--- src/rtl/core/kpd_pkg.sv ---
// Shared constants for the key pair distance block.
package kpd_pkg;

   // Width of the distance result; wider roots are truncated to this width.
   localparam int DIST_BITS = 15;

endpackage

--- src/rtl/core/kpd_geom.sv ---
// Front stages: rectangle centres, centre differences, squares and the radicand.
module kpd_geom
   import kpd_pkg::*;
#(
   parameter int COORD_BITS = 14,
   parameter int INDEX_BITS = 8
) (
   input  logic                      clock,
   input  logic                      reset,
   input  logic                      in_valid,
   output logic                      in_ready,
   input  logic [INDEX_BITS-1:0]     first_index,
   input  logic [COORD_BITS-1:0]     first_left,
   input  logic [COORD_BITS-1:0]     first_top,
   input  logic [COORD_BITS-1:0]     first_right,
   input  logic [COORD_BITS-1:0]     first_bottom,
   input  logic [INDEX_BITS-1:0]     second_index,
   input  logic [COORD_BITS-1:0]     second_left,
   input  logic [COORD_BITS-1:0]     second_top,
   input  logic [COORD_BITS-1:0]     second_right,
   input  logic [COORD_BITS-1:0]     second_bottom,
   output logic                      out_valid,
   input  logic                      out_ready,
   output logic [2*COORD_BITS+1:0]   out_radicand
);

   localparam int SUM_BITS = COORD_BITS + 1;
   localparam int SQ_BITS  = 2 * COORD_BITS;
   localparam int RAD_BITS = 2 * COORD_BITS + 2;

   // Stage one: centres and the same-key flag.
   logic                  v1_ff;
   logic                  same1_ff;
   logic [COORD_BITS-1:0] xa1_ff, ya1_ff, xb1_ff, yb1_ff;
   logic [SUM_BITS-1:0]   sxa_in, sya_in, sxb_in, syb_in;

   // Stage two: absolute differences.
   logic                  v2_ff;
   logic                  same2_ff;
   logic [COORD_BITS-1:0] dx2_ff, dy2_ff;
   logic [COORD_BITS-1:0] dx_in, dy_in;

   // Stage three: squares.
   logic                  v3_ff;
   logic                  same3_ff;
   logic [SQ_BITS-1:0]    sqx3_ff, sqy3_ff;
   logic [SQ_BITS-1:0]    sqx_in, sqy_in;

   // Stage four: radicand, forced to zero for the same key.
   logic                  v4_ff;
   logic [RAD_BITS-1:0]   rad4_ff;
   logic [RAD_BITS-1:0]   rad_in;

   logic rdy1, rdy2, rdy3, rdy4;

   assign rdy4     = !v4_ff || out_ready;
   assign rdy3     = !v3_ff || rdy4;
   assign rdy2     = !v2_ff || rdy3;
   assign rdy1     = !v1_ff || rdy2;
   assign in_ready = rdy1;

   assign sxa_in = SUM_BITS'(first_left) + SUM_BITS'(first_right);
   assign sya_in = SUM_BITS'(first_top) + SUM_BITS'(first_bottom);
   assign sxb_in = SUM_BITS'(second_left) + SUM_BITS'(second_right);
   assign syb_in = SUM_BITS'(second_top) + SUM_BITS'(second_bottom);

   assign dx_in = (xa1_ff >= xb1_ff) ? (xa1_ff - xb1_ff) : (xb1_ff - xa1_ff);
   assign dy_in = (ya1_ff >= yb1_ff) ? (ya1_ff - yb1_ff) : (yb1_ff - ya1_ff);

   assign sqx_in = SQ_BITS'(dx2_ff) * SQ_BITS'(dx2_ff);
   assign sqy_in = SQ_BITS'(dy2_ff) * SQ_BITS'(dy2_ff);

   assign rad_in = same3_ff ? '0 : (RAD_BITS'(sqx3_ff) + RAD_BITS'(sqy3_ff));

   always_ff @(posedge clock) begin
      if (reset) begin
         v1_ff <= 1'b0;
         v2_ff <= 1'b0;
         v3_ff <= 1'b0;
         v4_ff <= 1'b0;
      end else begin
         if (rdy1) v1_ff <= in_valid;
         if (rdy2) v2_ff <= v1_ff;
         if (rdy3) v3_ff <= v2_ff;
         if (rdy4) v4_ff <= v3_ff;
      end
   end

   always_ff @(posedge clock) begin
      if (rdy1) begin
         same1_ff <= (first_index == second_index);
         xa1_ff   <= sxa_in[SUM_BITS-1:1];
         ya1_ff   <= sya_in[SUM_BITS-1:1];
         xb1_ff   <= sxb_in[SUM_BITS-1:1];
         yb1_ff   <= syb_in[SUM_BITS-1:1];
      end
      if (rdy2) begin
         same2_ff <= same1_ff;
         dx2_ff   <= dx_in;
         dy2_ff   <= dy_in;
      end
      if (rdy3) begin
         same3_ff <= same2_ff;
         sqx3_ff  <= sqx_in;
         sqy3_ff  <= sqy_in;
      end
      if (rdy4) begin
         rad4_ff <= rad_in;
      end
   end

   assign out_valid    = v4_ff;
   assign out_radicand = rad4_ff;

endmodule

--- src/rtl/core/kpd_sqrt.sv ---
// Pipelined integer square root, one root bit resolved per stage.
module kpd_sqrt
   import kpd_pkg::*;
#(
   parameter int ROOT_BITS = 15
) (
   input  logic                     clock,
   input  logic                     reset,
   input  logic                     in_valid,
   output logic                     in_ready,
   input  logic [2*ROOT_BITS-1:0]   in_radicand,
   output logic                     out_valid,
   input  logic                     out_ready,
   output logic [DIST_BITS-1:0]     out_root
);

   localparam int RAD_BITS = 2 * ROOT_BITS;
   localparam int REM_BITS = ROOT_BITS + 2;

   logic                valid_ff [ROOT_BITS];
   logic [RAD_BITS-1:0] rad_ff   [ROOT_BITS];
   logic [REM_BITS-1:0] rem_ff   [ROOT_BITS];
   logic [ROOT_BITS-1:0] root_ff [ROOT_BITS];
   logic [ROOT_BITS-1:0] adv;

   genvar k;
   generate
      for (k = 0; k < ROOT_BITS; k++) begin : g_stage
         logic                 prev_valid;
         logic [RAD_BITS-1:0]  prev_rad;
         logic [REM_BITS-1:0]  prev_rem;
         logic [ROOT_BITS-1:0] prev_root;
         logic [REM_BITS-1:0]  shifted;
         logic [REM_BITS-1:0]  trial;
         logic                 fits;
         logic [RAD_BITS-1:0]  rad_in;
         logic [REM_BITS-1:0]  rem_in;
         logic [ROOT_BITS-1:0] root_in;

         if (k == 0) begin : g_first
            assign prev_valid = in_valid;
            assign prev_rad   = in_radicand;
            assign prev_rem   = '0;
            assign prev_root  = '0;
         end else begin : g_next
            assign prev_valid = valid_ff[k-1];
            assign prev_rad   = rad_ff[k-1];
            assign prev_rem   = rem_ff[k-1];
            assign prev_root  = root_ff[k-1];
         end

         if (k == ROOT_BITS - 1) begin : g_last
            assign adv[k] = !valid_ff[k] || out_ready;
         end else begin : g_mid
            assign adv[k] = !valid_ff[k] || adv[k+1];
         end

         // Bring down the next two radicand bits and try root*4+1 against them.
         always_comb begin
            shifted = {prev_rem[REM_BITS-3:0], prev_rad[RAD_BITS-1:RAD_BITS-2]};
            trial   = {prev_root, 2'b01};
            fits    = (shifted >= trial);
            rem_in  = fits ? (shifted - trial) : shifted;
            root_in = {prev_root[ROOT_BITS-2:0], fits};
            rad_in  = {prev_rad[RAD_BITS-3:0], 2'b00};
         end

         always_ff @(posedge clock) begin
            if (reset) begin
               valid_ff[k] <= 1'b0;
            end else if (adv[k]) begin
               valid_ff[k] <= prev_valid;
            end
         end

         always_ff @(posedge clock) begin
            if (adv[k]) begin
               rad_ff[k]  <= rad_in;
               rem_ff[k]  <= rem_in;
               root_ff[k] <= root_in;
            end
         end
      end
   endgenerate

   assign in_ready  = adv[0];
   assign out_valid = valid_ff[ROOT_BITS-1];
   assign out_root  = DIST_BITS'(root_ff[ROOT_BITS-1]);

endmodule

--- src/rtl/core/key_pair_distance.sv ---
// Top level: distance between the centres of two key rectangles.
//
//  channel | ports           | direction | carries
//  --------+-----------------+-----------+-------------------------------------------
//  request | req_valid/ready | in        | two key indices and two rectangles
//  result  | rsp_valid/ready | out       | floor of the distance between the centres
//
// One transaction is accepted per cycle when the result side keeps up.
// The pipeline has four geometry stages, then one square root stage per root
// bit. Reset clears only the stage valid bits.
// A stalled result holds in the last stage; ready ripples back stage by stage,
// so empty stages keep filling while the output waits.
module key_pair_distance
   import kpd_pkg::*;
#(
   parameter int COORD_BITS = 14,
   parameter int INDEX_BITS = 8
) (
   input  logic                  clock,
   input  logic                  reset,
   input  logic                  req_valid,
   output logic                  req_ready,
   input  logic [INDEX_BITS-1:0] req_first_index,
   input  logic [COORD_BITS-1:0] req_first_left,
   input  logic [COORD_BITS-1:0] req_first_top,
   input  logic [COORD_BITS-1:0] req_first_right,
   input  logic [COORD_BITS-1:0] req_first_bottom,
   input  logic [INDEX_BITS-1:0] req_second_index,
   input  logic [COORD_BITS-1:0] req_second_left,
   input  logic [COORD_BITS-1:0] req_second_top,
   input  logic [COORD_BITS-1:0] req_second_right,
   input  logic [COORD_BITS-1:0] req_second_bottom,
   output logic                  rsp_valid,
   input  logic                  rsp_ready,
   output logic [DIST_BITS-1:0]  rsp_centre_distance
);

   localparam int ROOT_BITS = COORD_BITS + 1;

   logic                    geom_valid;
   logic                    sqrt_ready;
   logic [2*ROOT_BITS-1:0]  radicand;

   kpd_geom #(
      .COORD_BITS (COORD_BITS),
      .INDEX_BITS (INDEX_BITS)
   ) u_geom (
      .clock         (clock),
      .reset         (reset),
      .in_valid      (req_valid),
      .in_ready      (req_ready),
      .first_index   (req_first_index),
      .first_left    (req_first_left),
      .first_top     (req_first_top),
      .first_right   (req_first_right),
      .first_bottom  (req_first_bottom),
      .second_index  (req_second_index),
      .second_left   (req_second_left),
      .second_top    (req_second_top),
      .second_right  (req_second_right),
      .second_bottom (req_second_bottom),
      .out_valid     (geom_valid),
      .out_ready     (sqrt_ready),
      .out_radicand  (radicand)
   );

   kpd_sqrt #(
      .ROOT_BITS (ROOT_BITS)
   ) u_sqrt (
      .clock       (clock),
      .reset       (reset),
      .in_valid    (geom_valid),
      .in_ready    (sqrt_ready),
      .in_radicand (radicand),
      .out_valid   (rsp_valid),
      .out_ready   (rsp_ready),
      .out_root    (rsp_centre_distance)
   );

   // With the result side ready, every stage advances, so the input must be ready.
   assert property (@(posedge clock) disable iff (reset) rsp_ready |-> req_ready)
      else $error("request side stalled while the result side is ready");

   // Reset empties the whole pipeline.
   assert property (@(posedge clock) reset |=> !rsp_valid)
      else $error("result valid right after reset");

   // A radicand held back by the square root must not change or vanish.
   assert property (@(posedge clock) disable iff (reset)
      geom_valid && !sqrt_ready |=> geom_valid && $stable(radicand))
      else $error("radicand lost or changed while stalled");

endmodule
--- config.mk ---
export PLATFORM = sky130hd
export DESIGN_NAME = key_pair_distance
export DESIGN_NICKNAME = d
export VERILOG_FILES = /design/src/rtl/core/kpd_pkg.sv /design/src/rtl/core/kpd_geom.sv /design/src/rtl/core/kpd_sqrt.sv /design/src/rtl/core/key_pair_distance.sv
export SDC_FILE = /design/constraint.sdc
export NUM_CORES = 2
export LEC_CHECK = 0
export BUFFER_PORTS_ARGS = -buffer_cell sky130_fd_sc_hd__buf_2
export CORE_UTILIZATION = 57
export DETAILED_ROUTE_END_ITERATION = 8
export GPL_ROUTABILITY_DRIVEN = 1
export GPL_TIMING_DRIVEN = 0
export PLACE_DENSITY = 0.74
export SETUP_SLACK_MARGIN = 0.1
export SLEW_MARGIN = 20
export SYNTH_ARGS = -nofsm -noshare
export SYNTH_HDL_FRONTEND = slang
export SYNTH_SLANG_ARGS = --single-unit
export TNS_END_PERCENT = 100
--- constraint.sdc ---
create_clock -name clock -period 12.2 [get_ports clock]
set_input_delay 3.05 -clock clock [delete_from_list [all_inputs] [get_ports clock]]
set_output_delay 3.05 -clock clock [all_outputs]
set_load 0.005 [all_outputs]
# == Word-level counts from Yosys, hierarchy flattened ==
# Memories as Yosys holds them, arrays and structs flattened.
# Index checks and enable logic that the tools add are counted.
# W data, S select, Z words.
# totals
register_bits,177
ram_bits,915
in_bits,132
out_inout_bits,17
mem_count,4
# memory_table
memory,depth,width,read_ports,rd_clocked_by_memory_dff,wr,line,source
u_sqrt.rad_ff,15,28,14,0,15,kpd_sqrt.sv:21,logic [RAD_BITS-1:0] rad_ff [ROOT_BITS];
u_sqrt.rem_ff,15,17,14,0,15,kpd_sqrt.sv:22,logic [REM_BITS-1:0] rem_ff [ROOT_BITS];
u_sqrt.root_ff,15,15,15,0,15,kpd_sqrt.sv:23,logic [ROOT_BITS-1:0] root_ff [ROOT_BITS];
u_sqrt.valid_ff,15,1,15,0,15,kpd_sqrt.sv:20,logic valid_ff [ROOT_BITS];
# op_classes
n_addsub,24
multipliers,2
order_cmp,17
n_eq_ne,1
n_mux,94
bitwise,15
reduce_logical,38
# ops
op,count
$mux W17,15
$ge A17 B17 Y1,14
$sub A17 B17 Y17,14
$mux W1,77
$add A14 B14 Y15,4
$mul A14 B14 Y28,2
$sub A14 B14 Y14,4
$add A28 B28 Y29,1
$ge A14 B14 Y1,2
$mux W14,2
$logic_not A1 Y1,19
$logic_or A1 B1 Y1,19
$or A1 B1 Y1,15
$eq A8 B8 Y1,1
$sub A2 B1 Y3 const B,1
$ge A2 B1 Y1 const B,1

# == Longest topological paths before layout ==
# An unclocked memory read counts as a cell.
# depth
ltp_word,21
ltp_mapped,25

# == Modules after synthesis ==
# Synthesis repeated with hierarchy kept, for this count alone.
# unflattened
hier_cells,4201
hier_area_um2,47464.3
# modules_own_cells
module,n_inst,cells_each,area_per_inst_um2,seq_area_each_um2
kpd_sqrt,1,1852,24843.8,16215.6
kpd_geom,1,2349,22620.4,5185.0

# == Worst setup path after synthesis ==
# Ideal clock, no wire load.
# synth_path
path_type,input-to-output
from,input rsp_ready
to,output req_ready
t_arrival_ns,7.269
path_slack_ns,1.881
cell_stages,9
n_path_buf,0
path_cell_list,nor2b_1 > nand2_1 > nor2_1 > and2_1 > inv_1 > nor3_1 > and2_1 > and3_1 > nand3_1
# synth_via
elab_chain_len,19
# synth_lines
element,line,source
"start, declared",key_pair_distance.sv:34,"input logic rsp_ready,"
$logic_or A1 B1 Y1,kpd_sqrt.sv:53,assign adv[k] = !valid_ff[k] || out_ready;
$logic_or A1 B1 Y1,kpd_sqrt.sv:55,assign adv[k] = !valid_ff[k] || adv[k+1];
net u_sqrt.adv[13],kpd_sqrt.sv:24,logic [ROOT_BITS-1:0] adv;
$logic_or A1 B1 Y1 (4 in a row),kpd_sqrt.sv:55,
net u_sqrt.adv[9],kpd_sqrt.sv:24,
$logic_or A1 B1 Y1 (9 in a row),kpd_sqrt.sv:55,
$logic_or A1 B1 Y1,kpd_geom.sv:56,assign rdy4 = !v4_ff || out_ready;
$logic_or A1 B1 Y1,kpd_geom.sv:57,assign rdy3 = !v3_ff || rdy4;
$logic_or A1 B1 Y1,kpd_geom.sv:58,assign rdy2 = !v2_ff || rdy3;
$logic_or A1 B1 Y1,kpd_geom.sv:59,assign rdy1 = !v1_ff || rdy2;
"end, declared",key_pair_distance.sv:22,"output logic req_ready,"
# The timed path passes the listed nets, and every way through them passes these cells.

# == Final worst setup path ==
# Ends and elaborated chain as after synthesis.

==> impl_results.md <==
* WP data arrival at 7060 ps
* Vias in the first global route at just under 30000
* CTS max path bufs at 3
* Num CTS Buffers at 78
* #FFs+latches synth at 709
* Unrepaired setup endpoints after global routing: no
* Placed Area at 48530 um2
* Final antenna-violating net count at 0
* I/O Pins at 149
* Cell variety after synth at 78
* Multi-input logic area at approximately 22000 um2
* Dpl ws at 2056 ps
* Total GRT Usage at 0.2102
* CTS root buf: clkbuf_16
* Rel. slew slack at 0.2940
* Critical path class: in -> out
* Syn Area/Cell at roughly 11 um2
* Nets at 5115
* Max-slew violations at 0
* Mapped Area at approximately 46000 um2
* Die footprint at a little over 80000 um2
* Top post-synthesis cells by count: 705 x edfxtp_1, 613 x inv_1, 451 x ha_1
* Clock sink count at 709
* # fillers at between 6000 and 7000
* GRT overflow at 0
* Post-synth top area cell: edfxtp_1
* Crit-path max FO at 36
* Die H at 286.9 um
* Status: finished, final reports clean
* Core area at 80420 um2
* Clock slew at reported path FFs at 60 ps
* HP Class: reg -> reg
* FF/Latch Area at 21250 um2
* Vias per cell at 5.456
* Postcts setup bufs at 0
* Drt wl/cell at 15.68 um
* Core Rows at roughly 100
* Final Hold Fails at 0
* H-tree levels at 3
* WP data required at 9150 ps
* First-pass GRT wire length at 141.6 mm
* Top cells by area, synth: edfxtp_1 46%, ha_1 12%, fa_1 10%
* Area Growth Syn to Fin at 10.48%
* TritonRoute pass-1 iters at 5
* Buffers on Ports at 147
* Ratio of final minimum period to clock period at 0.8286
* Max Clk Rate at 98.92 MHz
* Post-CTS sizing at 0
* Actual slew at the worst max-slew pin at 1053 ps
* Yosys warnings at 0
* Antenna violations before repair at 0
* Starting Density at 0.5752
* Post-Syn Instances at 4062
* Die X at 286.9 um
* Fin worst setup slack at 2091 ps
* Fin area at between 50000 and 60000 um2
* Largest net degree at the start of global routing at between 40 and 50
* Worst-case clock skew at between 30 and 40 ps
* Asr flop ratio synth at 0
* Critical path capture point type: primary output
* Number of remaining DRC errors at 0
* Share of the yosys chip area belonging to registers at 0.4594
* Clock Latency Late Sink at 640 ps
* CTS Hold Bufs at 0
* GP Congestion at roughly 0.88
* Worst R2R Setup Slack at 4920 ps
* Share of cells above drive strength 1 at 0.08349
* Startpoint types: primary input
* N_diodes at 0
* Total routed wirelength at 84.97 mm
* Setup Viol. Count Final at 0
* CTS tree: built
* Top-count cell post-synth: edfxtp_1
* Post-synth top flop: edfxtp_1
* Net count after synthesis at between 4000 and 5000
* Fin crit period at 10110 ps
* EDFF count, synth at ~710
* DP HPWL at 65.47 mm
* 1st-iter DRT viols at 1662
* Max-cap violation count at 0
* Post-synth top area share at 0.4577
* Via count at just under 30000
-- stage by stage --
stage	setup TNS [ps]	instances	util	hold slack, ps
detailed placement	0	5278	0.6034	404.5
global route	0	5420	0.6355	383.8
CTS	0	5420	0.6355	378.9
finish	0	5420	0.6355	379.8
global placement	-549.8	5269	0.6009	400.6
floorplan	0	4062	-	400.3
-- sequential cells by signal, indices dropped and copies added, names as in the netlist, 14 cells and up --
signal               count
u_sqrt.root_ff         120
u_sqrt.valid_ff         15
u_geom.xb1_ff           14
u_geom.sqy3_ff          27
u_sqrt.rem_ff          190
u_geom.ya1_ff           14
u_geom.yb1_ff           14
u_geom.dy2_ff           14
u_sqrt.rad_ff          210
u_geom.out_radicand     29
u_geom.dx2_ff           14
u_geom.xa1_ff           14
u_geom.sqx3_ff          27
-- cell families (layout without fill, tap and decap cells) --
| group | Yosys count | count (layout) | synth area share |
|---|---|---|---|
| and+or+nand+nor | 980 | 980 | 0.1031 |
| DFF | 709 | 709 | 0.4594 |
| adders and majority gates | 685 | 685 | 0.2233 |
| buffers and inverters | 680 | 978 | 0.05539 |
| AOI/OAI and AO/OA | 668 | 668 | 0.09232 |
| xor gates and xnor gates | 290 | 290 | 0.05491 |
| muxes | 49 | 49 | 0.01158 |
| other | 1 | 1 | 0.00008107 |
-- final cells by class --
class | count | share of cell area
multi-input combinational | 2673 | 0.4399
sequential | 709 | 0.4158
inverter | 613 | 0.04503
clock buffer | 92 | 0.03922
tap | 1060 | 0.02595
timing repair buffer | 156 | 0.01773
clock inverter | 50 | 0.01124
buffer | 67 | 0.005117
-- worst max-delay path, cell delays in order --
cell and delay, ps:
buf_2 100, nor2b_1 330, nand2_2 550, nor2_1 390, and2_1 300, inv_2 330
nor3_1 870, and2_1 330, and3_1 350, nand3_4 250, buf_2 200
-- worst paths after layout --
kind | from | end | depth (start not counted)
max reg2reg | u_geom.dy2_ff[3] | u_geom.sqy3_ff[24] | 23
min reg2reg | u_sqrt.rad_ff[1][22] | u_sqrt.rad_ff[1][52] | 0
max | rsp_ready | req_ready | 11
min | u_sqrt.rad_ff[1][22] | u_sqrt.rad_ff[1][52] | 0
-- metal layers --
layer	global-route usage	routed length, um	part of all wire	vias up
li1	-	-	-	14567
met1	0.2684	36420	0.43	14234
met2	0.3710	42650	0.50	616
met3	0.02619	3462	0.041	155
met4	0.06782	2444	0.029	0
met5	0	0	0	-
-- layout by cell type (no fill, tap or decap), types with 24 or more instances in the layout --
master / instances
buf_2: 152
edfxtp_1: 705
nor4_1: 24
inv_1: 605
o21ai_0: 144
clkbuf_16: 78
fa_1: 234
a21o_1: 76
ha_1: 451
nand4_1: 29
xnor2_1: 191
nor3_1: 65
mux2_2: 32
nor2b_1: 53
nor2_1: 236
nand3_1: 56
xor2_1: 99
and2_1: 62
o21a_1: 50
a21oi_1: 201
clkbuf_1: 72
nand2_1: 288
nand2b_1: 45
Power is left out: the tool's default activity adds up to more than one toggle a clock period on the data nets, which glitch-free logic cannot reach.
